**src/rtl/nde_pkg.sv**
```systemverilog
// Package for the nibble delta sample encoder.
// Field widths, register indexes, queue command type and reset values.
// No dependencies.
package nde_pkg;

  localparam int SAMPLE_W   = 16;
  localparam int BYTE_W     = 8;
  localparam int NIB_W      = 4;
  localparam int LIMIT_W    = 3;
  localparam int CFG_IDX_W  = 2;
  localparam int CFG_DATA_W = 16;

  localparam int QUEUE_DEPTH_DEF = 4;

  localparam logic [CFG_IDX_W-1:0] REG_DELTA_LIMIT      = 2'd0;
  localparam logic [CFG_IDX_W-1:0] REG_REFRESH_INTERVAL = 2'd1;

  localparam logic [LIMIT_W-1:0]  DELTA_LIMIT_RST      = 3'd7;
  localparam logic [SAMPLE_W-1:0] REFRESH_INTERVAL_RST = 16'd16384;

  localparam logic [NIB_W-1:0]  ESCAPE_NIB  = 4'h8;
  localparam logic [BYTE_W-1:0] ESCAPE_BYTE = 8'h80;

  typedef enum logic [1:0] {
    CMD_PAIR,  // one packed nibble byte
    CMD_ESC,   // escape byte, raw high byte, raw low byte
    CMD_FIN    // terminator byte carrying the checksum
  } cmd_kind_t;

  typedef struct packed {
    cmd_kind_t           kind;
    logic [BYTE_W-1:0]   first_byte;
    logic [SAMPLE_W-1:0] data;  // raw sample or checksum
  } cmd_t;

  localparam int CMD_W = $bits(cmd_t);

  typedef struct packed {
    logic valid;
    cmd_t cmd;
  } q_push_t;

endpackage

```
**src/rtl/nde_if.sv**
```systemverilog
// Stream interfaces for the nibble delta sample encoder.
// Depends on nde_pkg for field widths.
interface nde_in_if import nde_pkg::*; ();
  logic                valid;
  logic                ready;
  logic                opcode;
  logic [SAMPLE_W-1:0] sample;

  modport source (output valid, output opcode, output sample, input ready);
  modport sink   (input valid, input opcode, input sample, output ready);
endinterface

interface nde_out_if import nde_pkg::*; ();
  logic                valid;
  logic                ready;
  logic [BYTE_W-1:0]   out_byte;
  logic                last_of_run;
  logic                stream_done;
  logic [SAMPLE_W-1:0] checksum;

  modport source (output valid, output out_byte, output last_of_run,
                  output stream_done, output checksum, input ready);
  modport sink   (input valid, input out_byte, input last_of_run,
                  input stream_done, input checksum, output ready);
endinterface

```
**src/rtl/nde_front.sv**
```systemverilog
// Front end: accepts samples, classifies each delta, keeps the encoder state
// and the configuration registers, and pushes byte commands. Uses nde_pkg.
module nde_front import nde_pkg::*; (
  input  logic                  clk,
  input  logic                  rst_n,
  input  logic                  cfg_we,
  input  logic [CFG_IDX_W-1:0]  cfg_idx,
  input  logic [CFG_DATA_W-1:0] cfg_wdata,
  input  logic                  in_valid,
  output logic                  in_ready,
  input  logic                  in_opcode,
  input  logic [SAMPLE_W-1:0]   in_sample,
  input  logic                  q_full,
  output q_push_t               q_push
);

  logic [LIMIT_W-1:0]  delta_limit_r;
  logic [SAMPLE_W-1:0] refresh_interval_r;
  logic [SAMPLE_W-1:0] prev_sample_r, prev_sample_nxt;
  logic [SAMPLE_W-1:0] running_sum_r, running_sum_nxt;
  logic [SAMPLE_W-1:0] run_count_r, run_count_nxt;
  logic [NIB_W-1:0]    held_nibble_r, held_nibble_nxt;
  logic                pending_r, pending_nxt;

  logic                accept;
  logic [SAMPLE_W-1:0] diff;
  logic [SAMPLE_W-1:0] mag;
  logic                escape;
  logic [BYTE_W-1:0]   esc_byte;

  assign in_ready = !q_full;
  assign accept   = in_valid && in_ready;

  always_ff @(posedge clk) begin
    if (!rst_n) begin
      delta_limit_r      <= DELTA_LIMIT_RST;
      refresh_interval_r <= REFRESH_INTERVAL_RST;
    end else if (cfg_we) begin
      case (cfg_idx)
        REG_DELTA_LIMIT:      delta_limit_r      <= cfg_wdata[LIMIT_W-1:0];
        REG_REFRESH_INTERVAL: refresh_interval_r <= cfg_wdata[SAMPLE_W-1:0];
        default: ;
      endcase
    end
  end

  assign diff     = in_sample - prev_sample_r;
  assign mag      = diff[SAMPLE_W-1] ? (~diff + 1'b1) : diff;
  // a minimum-value delta negates to itself and still exceeds any limit
  assign escape   = (mag > {{(SAMPLE_W-LIMIT_W){1'b0}}, delta_limit_r})
                 || (run_count_r >= refresh_interval_r);
  assign esc_byte = pending_r ? {held_nibble_r, ESCAPE_NIB} : ESCAPE_BYTE;

  always_comb begin
    prev_sample_nxt = prev_sample_r;
    running_sum_nxt = running_sum_r;
    run_count_nxt   = run_count_r;
    held_nibble_nxt = held_nibble_r;
    pending_nxt     = pending_r;
    q_push.valid    = 1'b0;
    q_push.cmd      = '{kind: CMD_PAIR, first_byte: esc_byte, data: in_sample};
    if (accept) begin
      if (in_opcode) begin
        q_push.valid    = 1'b1;
        q_push.cmd.kind = CMD_FIN;
        q_push.cmd.data = running_sum_r;
        prev_sample_nxt = '0;
        running_sum_nxt = '0;
        run_count_nxt   = '0;
        held_nibble_nxt = '0;
        pending_nxt     = 1'b0;
      end else begin
        prev_sample_nxt = in_sample;
        running_sum_nxt = running_sum_r + in_sample;
        if (escape) begin
          q_push.valid    = 1'b1;
          q_push.cmd.kind = CMD_ESC;
          run_count_nxt   = '0;
          held_nibble_nxt = '0;
          pending_nxt     = 1'b0;
        end else begin
          run_count_nxt = run_count_r + 1'b1;
          if (pending_r) begin
            q_push.valid          = 1'b1;
            q_push.cmd.kind       = CMD_PAIR;
            q_push.cmd.first_byte = {held_nibble_r, diff[NIB_W-1:0]};
            held_nibble_nxt       = '0;
            pending_nxt           = 1'b0;
          end else begin
            // hold the nibble until its partner arrives
            held_nibble_nxt = diff[NIB_W-1:0];
            pending_nxt     = 1'b1;
          end
        end
      end
    end
  end

  always_ff @(posedge clk) begin
    if (!rst_n) begin
      prev_sample_r <= '0;
      running_sum_r <= '0;
      run_count_r   <= '0;
      held_nibble_r <= '0;
      pending_r     <= 1'b0;
    end else begin
      prev_sample_r <= prev_sample_nxt;
      running_sum_r <= running_sum_nxt;
      run_count_r   <= run_count_nxt;
      held_nibble_r <= held_nibble_nxt;
      pending_r     <= pending_nxt;
    end
  end

endmodule

```
**src/rtl/nde_queue.sv**
```systemverilog
// Command queue between front end and back end.
// Small register FIFO of cmd_t entries. Uses nde_pkg.
module nde_queue import nde_pkg::*; #(
  parameter int DEPTH = QUEUE_DEPTH_DEF
) (
  input  logic    clk,
  input  logic    rst_n,
  input  q_push_t push,
  output logic    full,
  output logic    pop_valid,
  output cmd_t    pop_cmd,
  input  logic    pop
);

  localparam int PTR_W = (DEPTH > 1) ? $clog2(DEPTH) : 1;
  localparam int CNT_W = $clog2(DEPTH + 1);
  localparam logic [PTR_W-1:0] LAST_PTR = PTR_W'(DEPTH - 1);
  localparam logic [CNT_W-1:0] FULL_CNT = CNT_W'(DEPTH);

  cmd_t             mem_r [DEPTH];
  logic [PTR_W-1:0] wr_ptr_r, rd_ptr_r;
  logic [CNT_W-1:0] count_r, count_nxt;
  logic             do_push, do_pop;

  assign full      = (count_r == FULL_CNT);
  assign pop_valid = (count_r != '0);
  assign pop_cmd   = mem_r[rd_ptr_r];
  assign do_push   = push.valid && !full;
  assign do_pop    = pop && pop_valid;

  always_comb begin
    count_nxt = count_r;
    if (do_push && !do_pop) count_nxt = count_r + 1'b1;
    else if (do_pop && !do_push) count_nxt = count_r - 1'b1;
  end

  always_ff @(posedge clk) begin
    if (do_push) mem_r[wr_ptr_r] <= push.cmd;
  end

  always_ff @(posedge clk) begin
    if (!rst_n) begin
      wr_ptr_r <= '0;
      rd_ptr_r <= '0;
      count_r  <= '0;
    end else begin
      count_r <= count_nxt;
      if (do_push) wr_ptr_r <= (wr_ptr_r == LAST_PTR) ? '0 : wr_ptr_r + 1'b1;
      if (do_pop)  rd_ptr_r <= (rd_ptr_r == LAST_PTR) ? '0 : rd_ptr_r + 1'b1;
    end
  end

endmodule

```
**src/rtl/nde_back.sv**
```systemverilog
// Back end: expands each queued command into its output bytes, one beat per
// cycle unless the output stalls, through an output register. Uses nde_pkg.
module nde_back import nde_pkg::*; (
  input  logic                clk,
  input  logic                rst_n,
  input  logic                q_valid,
  input  cmd_t                q_cmd,
  output logic                q_pop,
  output logic                out_valid,
  input  logic                out_ready,
  output logic [BYTE_W-1:0]   out_byte,
  output logic                out_last,
  output logic                out_done,
  output logic [SAMPLE_W-1:0] out_checksum
);

  logic [1:0]          step_r, step_nxt;
  logic                valid_r, valid_nxt;
  logic [BYTE_W-1:0]   byte_r, byte_nxt;
  logic                last_r, last_nxt;
  logic                done_r, done_nxt;
  logic [SAMPLE_W-1:0] sum_r, sum_nxt;
  logic                load;
  logic                final_step;

  assign load = !valid_r || out_ready;

  always_comb begin
    final_step = 1'b1;
    byte_nxt   = q_cmd.first_byte;
    done_nxt   = 1'b0;
    sum_nxt    = '0;
    case (q_cmd.kind)
      CMD_ESC: begin
        case (step_r)
          2'd0:    final_step = 1'b0;
          2'd1: begin
            final_step = 1'b0;
            byte_nxt   = q_cmd.data[SAMPLE_W-1:BYTE_W];
          end
          default: byte_nxt = q_cmd.data[BYTE_W-1:0];
        endcase
      end
      CMD_FIN: begin
        done_nxt = 1'b1;
        sum_nxt  = q_cmd.data;
      end
      default: ;
    endcase
    last_nxt = final_step;
  end

  always_comb begin
    step_nxt  = step_r;
    valid_nxt = valid_r;
    q_pop     = 1'b0;
    if (load) begin
      valid_nxt = q_valid;
      if (q_valid) begin
        if (final_step) begin
          q_pop    = 1'b1;
          step_nxt = '0;
        end else begin
          step_nxt = step_r + 1'b1;
        end
      end
    end
  end

  always_ff @(posedge clk) begin
    if (!rst_n) begin
      step_r  <= '0;
      valid_r <= 1'b0;
    end else begin
      step_r  <= step_nxt;
      valid_r <= valid_nxt;
    end
  end

  // payload holds while a beat is stalled
  always_ff @(posedge clk) begin
    if (load && q_valid) begin
      byte_r <= byte_nxt;
      last_r <= last_nxt;
      done_r <= done_nxt;
      sum_r  <= sum_nxt;
    end
  end

  assign out_valid    = valid_r;
  assign out_byte     = byte_r;
  assign out_last     = last_r;
  assign out_done     = done_r;
  assign out_checksum = sum_r;

endmodule

```
**src/rtl/nibble_delta_sample_encoder_top.sv**
```systemverilog
// Top level of the nibble delta sample encoder.
// Depends on nde_pkg, nde_if, nde_front, nde_queue, nde_back.
//
//   channel  dir  payload                                      accept
//   in_s     in   opcode, sample                               valid && ready
//   out_m    out  out_byte, last_of_run, stream_done, checksum valid && ready
//   cfg_*    in   cfg_idx, cfg_wdata                           cfg_we
//
// A sample's state update is registered on acceptance; its bytes leave one
// per cycle while out_m is not stalled: one for a packed byte, three for an
// escaped sample, one for a finish. The back end's output register sets the
// sustained rate; new samples enter while earlier bytes leave. Synchronous
// reset clears the state, queue and output valid. in_s.ready drops only when
// the command queue is full; an out_m stall holds the current beat.
module nibble_delta_sample_encoder_top import nde_pkg::*; #(
  parameter int QUEUE_DEPTH = QUEUE_DEPTH_DEF
) (
  input  logic                  clk,
  input  logic                  rst_n,
  input  logic                  cfg_we,
  input  logic [CFG_IDX_W-1:0]  cfg_idx,
  input  logic [CFG_DATA_W-1:0] cfg_wdata,
  nde_in_if.sink                in_s,
  nde_out_if.source             out_m
);

  q_push_t q_push;
  logic    q_full;
  logic    q_valid;
  cmd_t    q_cmd;
  logic    q_pop;

  nde_front u_front (
    .clk       (clk),
    .rst_n     (rst_n),
    .cfg_we    (cfg_we),
    .cfg_idx   (cfg_idx),
    .cfg_wdata (cfg_wdata),
    .in_valid  (in_s.valid),
    .in_ready  (in_s.ready),
    .in_opcode (in_s.opcode),
    .in_sample (in_s.sample),
    .q_full    (q_full),
    .q_push    (q_push)
  );

  nde_queue #(.DEPTH(QUEUE_DEPTH)) u_queue (
    .clk       (clk),
    .rst_n     (rst_n),
    .push      (q_push),
    .full      (q_full),
    .pop_valid (q_valid),
    .pop_cmd   (q_cmd),
    .pop       (q_pop)
  );

  nde_back u_back (
    .clk          (clk),
    .rst_n        (rst_n),
    .q_valid      (q_valid),
    .q_cmd        (q_cmd),
    .q_pop        (q_pop),
    .out_valid    (out_m.valid),
    .out_ready    (out_m.ready),
    .out_byte     (out_m.out_byte),
    .out_last     (out_m.last_of_run),
    .out_done     (out_m.stream_done),
    .out_checksum (out_m.checksum)
  );

endmodule

```
**src/flat_wrapper.sv**
```systemverilog
// flat-port wrapper written by rule: the top's interface ports become plain ports
module nibble_delta_sample_encoder_top_flat import nde_pkg::*;
#(
  parameter int QUEUE_DEPTH = QUEUE_DEPTH_DEF
)
  (clk, rst_n, cfg_we, cfg_idx, cfg_wdata, in_s_valid, in_s_opcode, in_s_sample, in_s_ready, out_m_valid, out_m_out_byte, out_m_last_of_run, out_m_stream_done, out_m_checksum, out_m_ready);
  nde_in_if in_s_i ();
  nde_out_if out_m_i ();
  input  logic clk;
  input  logic rst_n;
  input  logic cfg_we;
  input  logic [CFG_IDX_W-1:0] cfg_idx;
  input  logic [CFG_DATA_W-1:0] cfg_wdata;
  input wire logic [$bits(in_s_i.valid)-1:0] in_s_valid;
  input wire logic [$bits(in_s_i.opcode)-1:0] in_s_opcode;
  input wire logic [$bits(in_s_i.sample)-1:0] in_s_sample;
  output wire logic [$bits(in_s_i.ready)-1:0] in_s_ready;
  output wire logic [$bits(out_m_i.valid)-1:0] out_m_valid;
  output wire logic [$bits(out_m_i.out_byte)-1:0] out_m_out_byte;
  output wire logic [$bits(out_m_i.last_of_run)-1:0] out_m_last_of_run;
  output wire logic [$bits(out_m_i.stream_done)-1:0] out_m_stream_done;
  output wire logic [$bits(out_m_i.checksum)-1:0] out_m_checksum;
  input wire logic [$bits(out_m_i.ready)-1:0] out_m_ready;
  assign in_s_i.valid = in_s_valid;
  assign in_s_i.opcode = in_s_opcode;
  assign in_s_i.sample = in_s_sample;
  assign in_s_ready = in_s_i.ready;
  assign out_m_valid = out_m_i.valid;
  assign out_m_out_byte = out_m_i.out_byte;
  assign out_m_last_of_run = out_m_i.last_of_run;
  assign out_m_stream_done = out_m_i.stream_done;
  assign out_m_checksum = out_m_i.checksum;
  assign out_m_i.ready = out_m_ready;
  nibble_delta_sample_encoder_top #(.QUEUE_DEPTH(QUEUE_DEPTH)) u_core (.clk(clk), .rst_n(rst_n), .cfg_we(cfg_we), .cfg_idx(cfg_idx), .cfg_wdata(cfg_wdata), .in_s(in_s_i), .out_m(out_m_i));
endmodule
```
**config.mk**
```make
export PLATFORM = sky130hd
export DESIGN_NAME = nibble_delta_sample_encoder_top_flat
export DESIGN_NICKNAME = d
export VERILOG_FILES = /design/src/rtl/nde_pkg.sv /design/src/rtl/nde_if.sv /design/src/rtl/nde_front.sv /design/src/rtl/nde_queue.sv /design/src/rtl/nde_back.sv /design/src/rtl/nibble_delta_sample_encoder_top.sv /design/src/flat_wrapper.sv
export SDC_FILE = /design/constraint.sdc
export NUM_CORES = 1
export LEC_CHECK = 0
export ABC_AREA = 1
export BUFFER_PORTS_ARGS = -buffer_cell sky130_fd_sc_hd__buf_2
export CORE_MARGIN = 4
export CORE_UTILIZATION = 55
export DETAILED_ROUTE_END_ITERATION = 7
export GPL_TIMING_DRIVEN = 0
export HOLD_SLACK_MARGIN = 0.03
export PLACE_DENSITY = 0.8
export SLEW_MARGIN = 20
export SYNTH_ARGS = -nofsm -noshare
export SYNTH_HDL_FRONTEND = slang
export SYNTH_HIERARCHICAL = 1
export SYNTH_SLANG_ARGS = --single-unit
export TNS_END_PERCENT = 50
```
**constraint.sdc**
```tcl
create_clock -name clk -period 6.4 [get_ports clk]
set_input_delay 0.32 -clock clk [delete_from_list [all_inputs] [get_ports clk]]
set_output_delay 0.32 -clock clk [all_outputs]
set_load 0.005 [all_outputs]
```
# == Word level (Yosys, flattened, before mapping) ==
# Memory sizes are Yosys's and may differ from the RTL's. A register that Yosys moved wholly into a read port is not among the register bits.
# Index checks and enable logic that the tools add are counted.
# totals
latch_bits,0
mem_bits_ro,0
memories,1
ram_bits,104
out_inout_bits,28
elab_cells,92
ff_bits,108
in_bits,40
# op_classes
n_eq_ne,7
shifts,0
magnitude_cmp,2
bitwise,1
muxes,36
mul,0
addsub,9
reduce_logical,20
div,0
# mem_list
name,words,width,read_ports,rd_clocked_by_memory_dff,write_ports,line,text
u_core.u_queue.mem_r,4,26,1,1,1,nde_queue.sv:20,cmd_t mem_r [DEPTH];
# ops
operator,count
two-way mux 16 bit,6
"adder 16 x 1 -> 16 bit, second input constant",2
two-way mux 8 bit,4
two-way mux 27 bit,1
adder 16 bit,1
>= comparator 16 bit,1
> comparator 16 x 3 -> 1 bit,1
NOT 16 bit,1
case mux 8 bit (2 select lines),1
subtractor 16 bit,1
two-way mux 3 bit,4
two-way mux 4 bit,3
two-way mux 1 bit,11
two-way mux 11 bit,1
two-way mux 2 bit,5
"adder 2 x 1 -> 2 bit, second input constant",3
"equality test 2 x 1 -> 1 bit, second input constant",3
"equality test 2 bit, second input constant",3
logical AND 1 bit,6
AND reduction 2 bit,3
zero test 1 bit,4
zero test 2 bit,2
"adder 3 x 1 -> 3 bit, second input constant",1
"equality test 3 bit, second input constant",1
5 further kinds,6

# == Logic depth before layout (Yosys ltp) ==
# depth
depth_word,14
depth_mapped,38

# == Hierarchy ==
# Netlist, hierarchy kept.
# by_module_without_submodules
module,n_inst,area_per_inst_um2,cells_per_inst,seq_area_each_um2
nde_front,1,5665.4,916,1441.4
nde_queue,1,4341.7,322,3303.2
nde_back,1,1300.0,114,840.8

# == Worst setup path before layout ==
# OpenSTA, ideal clock, no wires.
# synth_timing
kind,register to register
from,register u_core.u_front.prev_sample_r[2]
to,"memory u_core/u_queue/mem_r[0][0] (netlist bit), enable pin"
path_buffers,2
slack_ps,1700
synth_period_minus_slack_ps,4700
path_stages_with_launch,29
required_time_ps,5991
arrival_time_ps,4291
cell_sequence,dfxtp_1 -> inv_1 -> ha_1 -> a21oi_2 -> nand2_2 -> nand2_2 -> nand2_2 -> nand2_2 -> nand2_1 -> nand2_2 -> nand2_4 -> buf_6 -> nand2_1 -> xor2_1 -> inv_1 -> ha_1 -> nand2_1 -> o21ai_0 -> nand2_1 -> o211ai_1 -> a21oi_1 -> nand2_1 -> nor2_2 -> nand3_2 -> nor2_4 -> buf_6 -> a31oi_1 -> nand2_1 -> nor2_1
# synth_rtl
item,line,text
start: declaration,nde_front.sv:19,"logic [SAMPLE_W-1:0] prev_sample_r, prev_sample_nxt;"
start signal: assignment,nde_front.sv:107,prev_sample_r <= prev_sample_nxt;
end: declaration,nde_queue.sv:20,

==> impl_metrics.ini <==
[synth]
synth.net_count = 1454
syn-cell-area_um2 = 11300
synthSimpleGateAreaFrac_pct = 21.7
synth_cell_type_count = 44
avgSynthCellArea_um2 = 8.36
synth_edf_count = 130
synth-xor-area-share_pct = 1.08
ys_ff_latch = 214
postSynthCellCount = 1352
synth-compound-area-share_pct = 13.0
async_reset_ff_share_pct = 0
synth_mux_area_share_pct = 0
synthAdderAreaFrac_pct = 7.06
ys_seq_area_share_pct = 49.4
synth_top_family_by_area = simple AND/OR/NAND/NOR gates
ys_warn_count = 6
synthFlopType = edfxtp_1

[setup_path]
cp_max_fo = 10
cp.required_ns = 6.81
worstPathArrival_ns = 5.90
path_class = reg2reg
end_kind = flop
crit_path_top_delay_cell = nand2_1
cpPeakStageDelay_ns = 0.42
cp-start-kind = flop
crit_buf_inv = 6
crit_family = simple AND/OR/NAND/NOR gates
r2r_setup_slack_ns = 0.92

[detailed_routing]
drc = 0
vias_per_cell = 5.46
wl_per_cell_um = 15.0
first_pass_iters = 7
vias = 9470
drt.antenna.violating_nets = 0
totalWireLength_um = 26000
first_iter_violations = 679

[layout]
layout-drive-gt1-share_pct = 11.4
n_antenna_cell = 0
final_cell_mix = 321 x nand2_1, 154 x inv_1, 130 x nor2_1, 130 x edfxtp_1, 109 x a21oi_1
area_delta_synth_final_pct = 13.7
finalNonFillerCells = 1735
nets = 1551
final_common_cell = nand2_1

[grt]
grt_antenna_before_repair = 0
grt_overflow = 0
grtUsageTotal_pct = 22.7
grt_pass1_vias = 8868
grt_pass1_wl_um = 42200
grt_max_degree = 29

[sta]
setup_ws_ns = 0.916
setup_viol = 0
clock.fmax_mhz = 182
fin_skew_ns = 0.0138
fin_crit_sh_pct = 85.7
tns_ns = 0
final_max_slew_viol_count = 0
relSlewSlack_pct = 48.8
tightest_slew_ns = 0.767
period_needed_ns = 5.48
rsz0062_at_grt = false
hold_viol_final = 0

[power]
seqPwrFrac_pct = 39.7
p_int_mw = 3.01
power.switching_mw = 1.59
p_leak_nw = 5.49
pwr-share-clk_pct = 28.0
vdd_drop_max_uv = 205
pwr-share-comb_pct = 32.2
p_sw_share_pct = 34.5
power.density_nw_per_um2 = 357

[cts]
clock_path_buffers = 3
cts_root_buf = clkbuf_16
ctsResizeCount = 0
cts.clk_slew.worst_paths_ns = 0.06
cts_tree = built
cts.sinks = 214
htreeDepth = 1
cts_buffers = 23
clk_latency_ns = 0.52

[place]
dp_hpwl_um = 19300
dp_cells = 1693
dp_slack_ns = 0.787
numPortBuffers = 67
gp_congestion = 0.910

[floorplan]
initial_core_util_pct = 55.9
die-area_um2 = 22900
core_area_um2 = 20200
row_count = 52
io_pins = 68
dieWidth_um = 151
die_h_um = 151

[worst_hold_path]
hp-class = in2reg

[outcome]
status = finished, final reports clean

[run]
maxCapViolations = 0
repair_timing:
item,in CTS,in global routing
hold buffers,1,0
setup endpoints to repair,0,0
endpoints found under the hold margin,1,0
setup buffers,0,0
path summary, 6_finish.rpt:
kind / startpoint / endpoint / cells past startpoint
worst max-delay path: u_core/u_front/prev_sample_r[2]$_SDFFE_PN0P_ / u_core/u_queue/count_r[1]$_SDFFE_PN0P_ / 33
worst min-delay path: cfg_wdata[14] / u_core/u_front/refresh_interval_r[14]$_SDFFE_PN1P_ / 3
worst max register to register: u_core/u_front/prev_sample_r[2]$_SDFFE_PN0P_ / u_core/u_queue/count_r[1]$_SDFFE_PN0P_ / 33
worst min register to register: u_core/u_front/refresh_interval_r[5]$_SDFFE_PN0P_ / u_core/u_front/refresh_interval_r[5]$_SDFFE_PN0P_ / 2
cell families (layout without fill, tap and decap cells):
logic type                 after synthesis  after routing
DFF                                    214            214
xor gates and xnor gates                14             14
AOI/OAI and AO/OA                      273            273
adders and majority gates               62             62
and+or+nand+nor                        580            580
buffers and inverters                  209            322
tightest hold or removal path, cell delays in order:
cell and delay, ns:
buf_2 0.09, nand2_1 0.05, o211ai_1 0.07
area by class of cell:
type | instances | area (µm²)
Clock inverter | 14 | 135
Clock buffer | 27 | 601
Buffer | 45 | 251
Inverter | 164 | 618
Timing Repair Buffer | 72 | 448
Fill cell | 1672 | 7380
Multi-Input combinational cell | 929 | 4880
Tap cell | 270 | 338
Sequential cell | 214 | 5590
sequential cells by signal, summed over array words and instances, names as in the netlist, 2 cells and up, named ones only:
register                           cells
u_core/u_back/out_byte                 8
u_core/u_front/refresh_interval_r     16
u_core/u_front/held_nibble_r           4
u_core/u_back/out_checksum            16
u_core/u_queue/wr_ptr_r                2
u_core/u_front/delta_limit_r           3
u_core/u_back/step_r                   2
u_core/u_queue/rd_ptr_r                2
u_core/u_front/running_sum_r          16
u_core/u_queue/mem_r                 104
u_core/u_front/run_count_r            16
u_core/u_front/prev_sample_r          16
u_core/u_queue/count_r                 3
per-layer routing:
| layer | routed length, µm | GRT usage, % | vias up |
|---|---|---|---|
| met5 | 0 | 0 | - |
| met4 | 862 | 7.62 | 0 |
| met3 | 1500 | 2.78 | 71 |
| met2 | 12900 | 40.1 | 305 |
| met1 | 10800 | 28.9 | 4361 |
| li1 | - | - | 4733 |
Yosys cell counts, types with 3 or more instances:
cell type,instances,share of area (%)
nor2_2,3,0.17
nor3_1,3,0.13
inv_2,6,0.20
and3_1,4,0.22
clkinv_1,3,0.10
nor2_1,134,4.4
xnor2_1,4,0.31
o211ai_1,4,0.27
o22ai_1,27,1.5
nand4_1,16,0.89
buf_4,7,0.46
inv_1,154,5.1
a21oi_1,109,4.8
or2_2,5,0.28
nand3_1,67,3.0
clkbuf_1,23,0.76
o21ai_0,84,3.7
buf_2,9,0.40
nand2_1,321,11
nand3_2,3,0.27
ha_1,59,6.5
o21ai_1,28,1.2
nand2_2,9,0.50
a31oi_1,3,0.17
dfxtp_1,84,15
fa_1,3,0.53
xor2_1,10,0.77
a22oi_1,8,0.53
buf_6,6,0.60
nand3b_1,8,0.53
edfxtp_1,130,35
power by group through the flow:
| stage | Sequential [mW] | Combinational (mW) | Clock (mW) |
|---|---|---|---|
| after floorplan | 1.86 | 0.983 | 0 |
| after global placement | 1.85 | 1.38 | 0 |
| after detailed placement | 1.85 | 1.47 | 0 |
| after CTS | 1.83 | 1.47 | 1.31 |
| after global routing | 1.84 | 1.67 | 1.37 |
| final | 1.82 | 1.48 | 1.29 |
per-stage QoR:
| stage | hold slack (ns) | total power, mW | area (µm²) | util, % |
|---|---|---|---|---|
| 3_3_place_gp | 0.451 | 3.23 | 12000 | 59.2 |
| 3_5_place_dp | 0.456 | 3.32 | 12100 | 59.9 |
| 6_report | 0.0468 | 4.59 | 12900 | 63.5 |
| 2_1_floorplan | 0.435 | 2.84 | 11300 | - |
| 5_1_grt | 0.0552 | 4.88 | 12900 | 63.5 |
| 4_1_cts | 0.0350 | 4.61 | 12900 | 63.5 |
No activity file was read; power rests on OpenSTA's default activity.
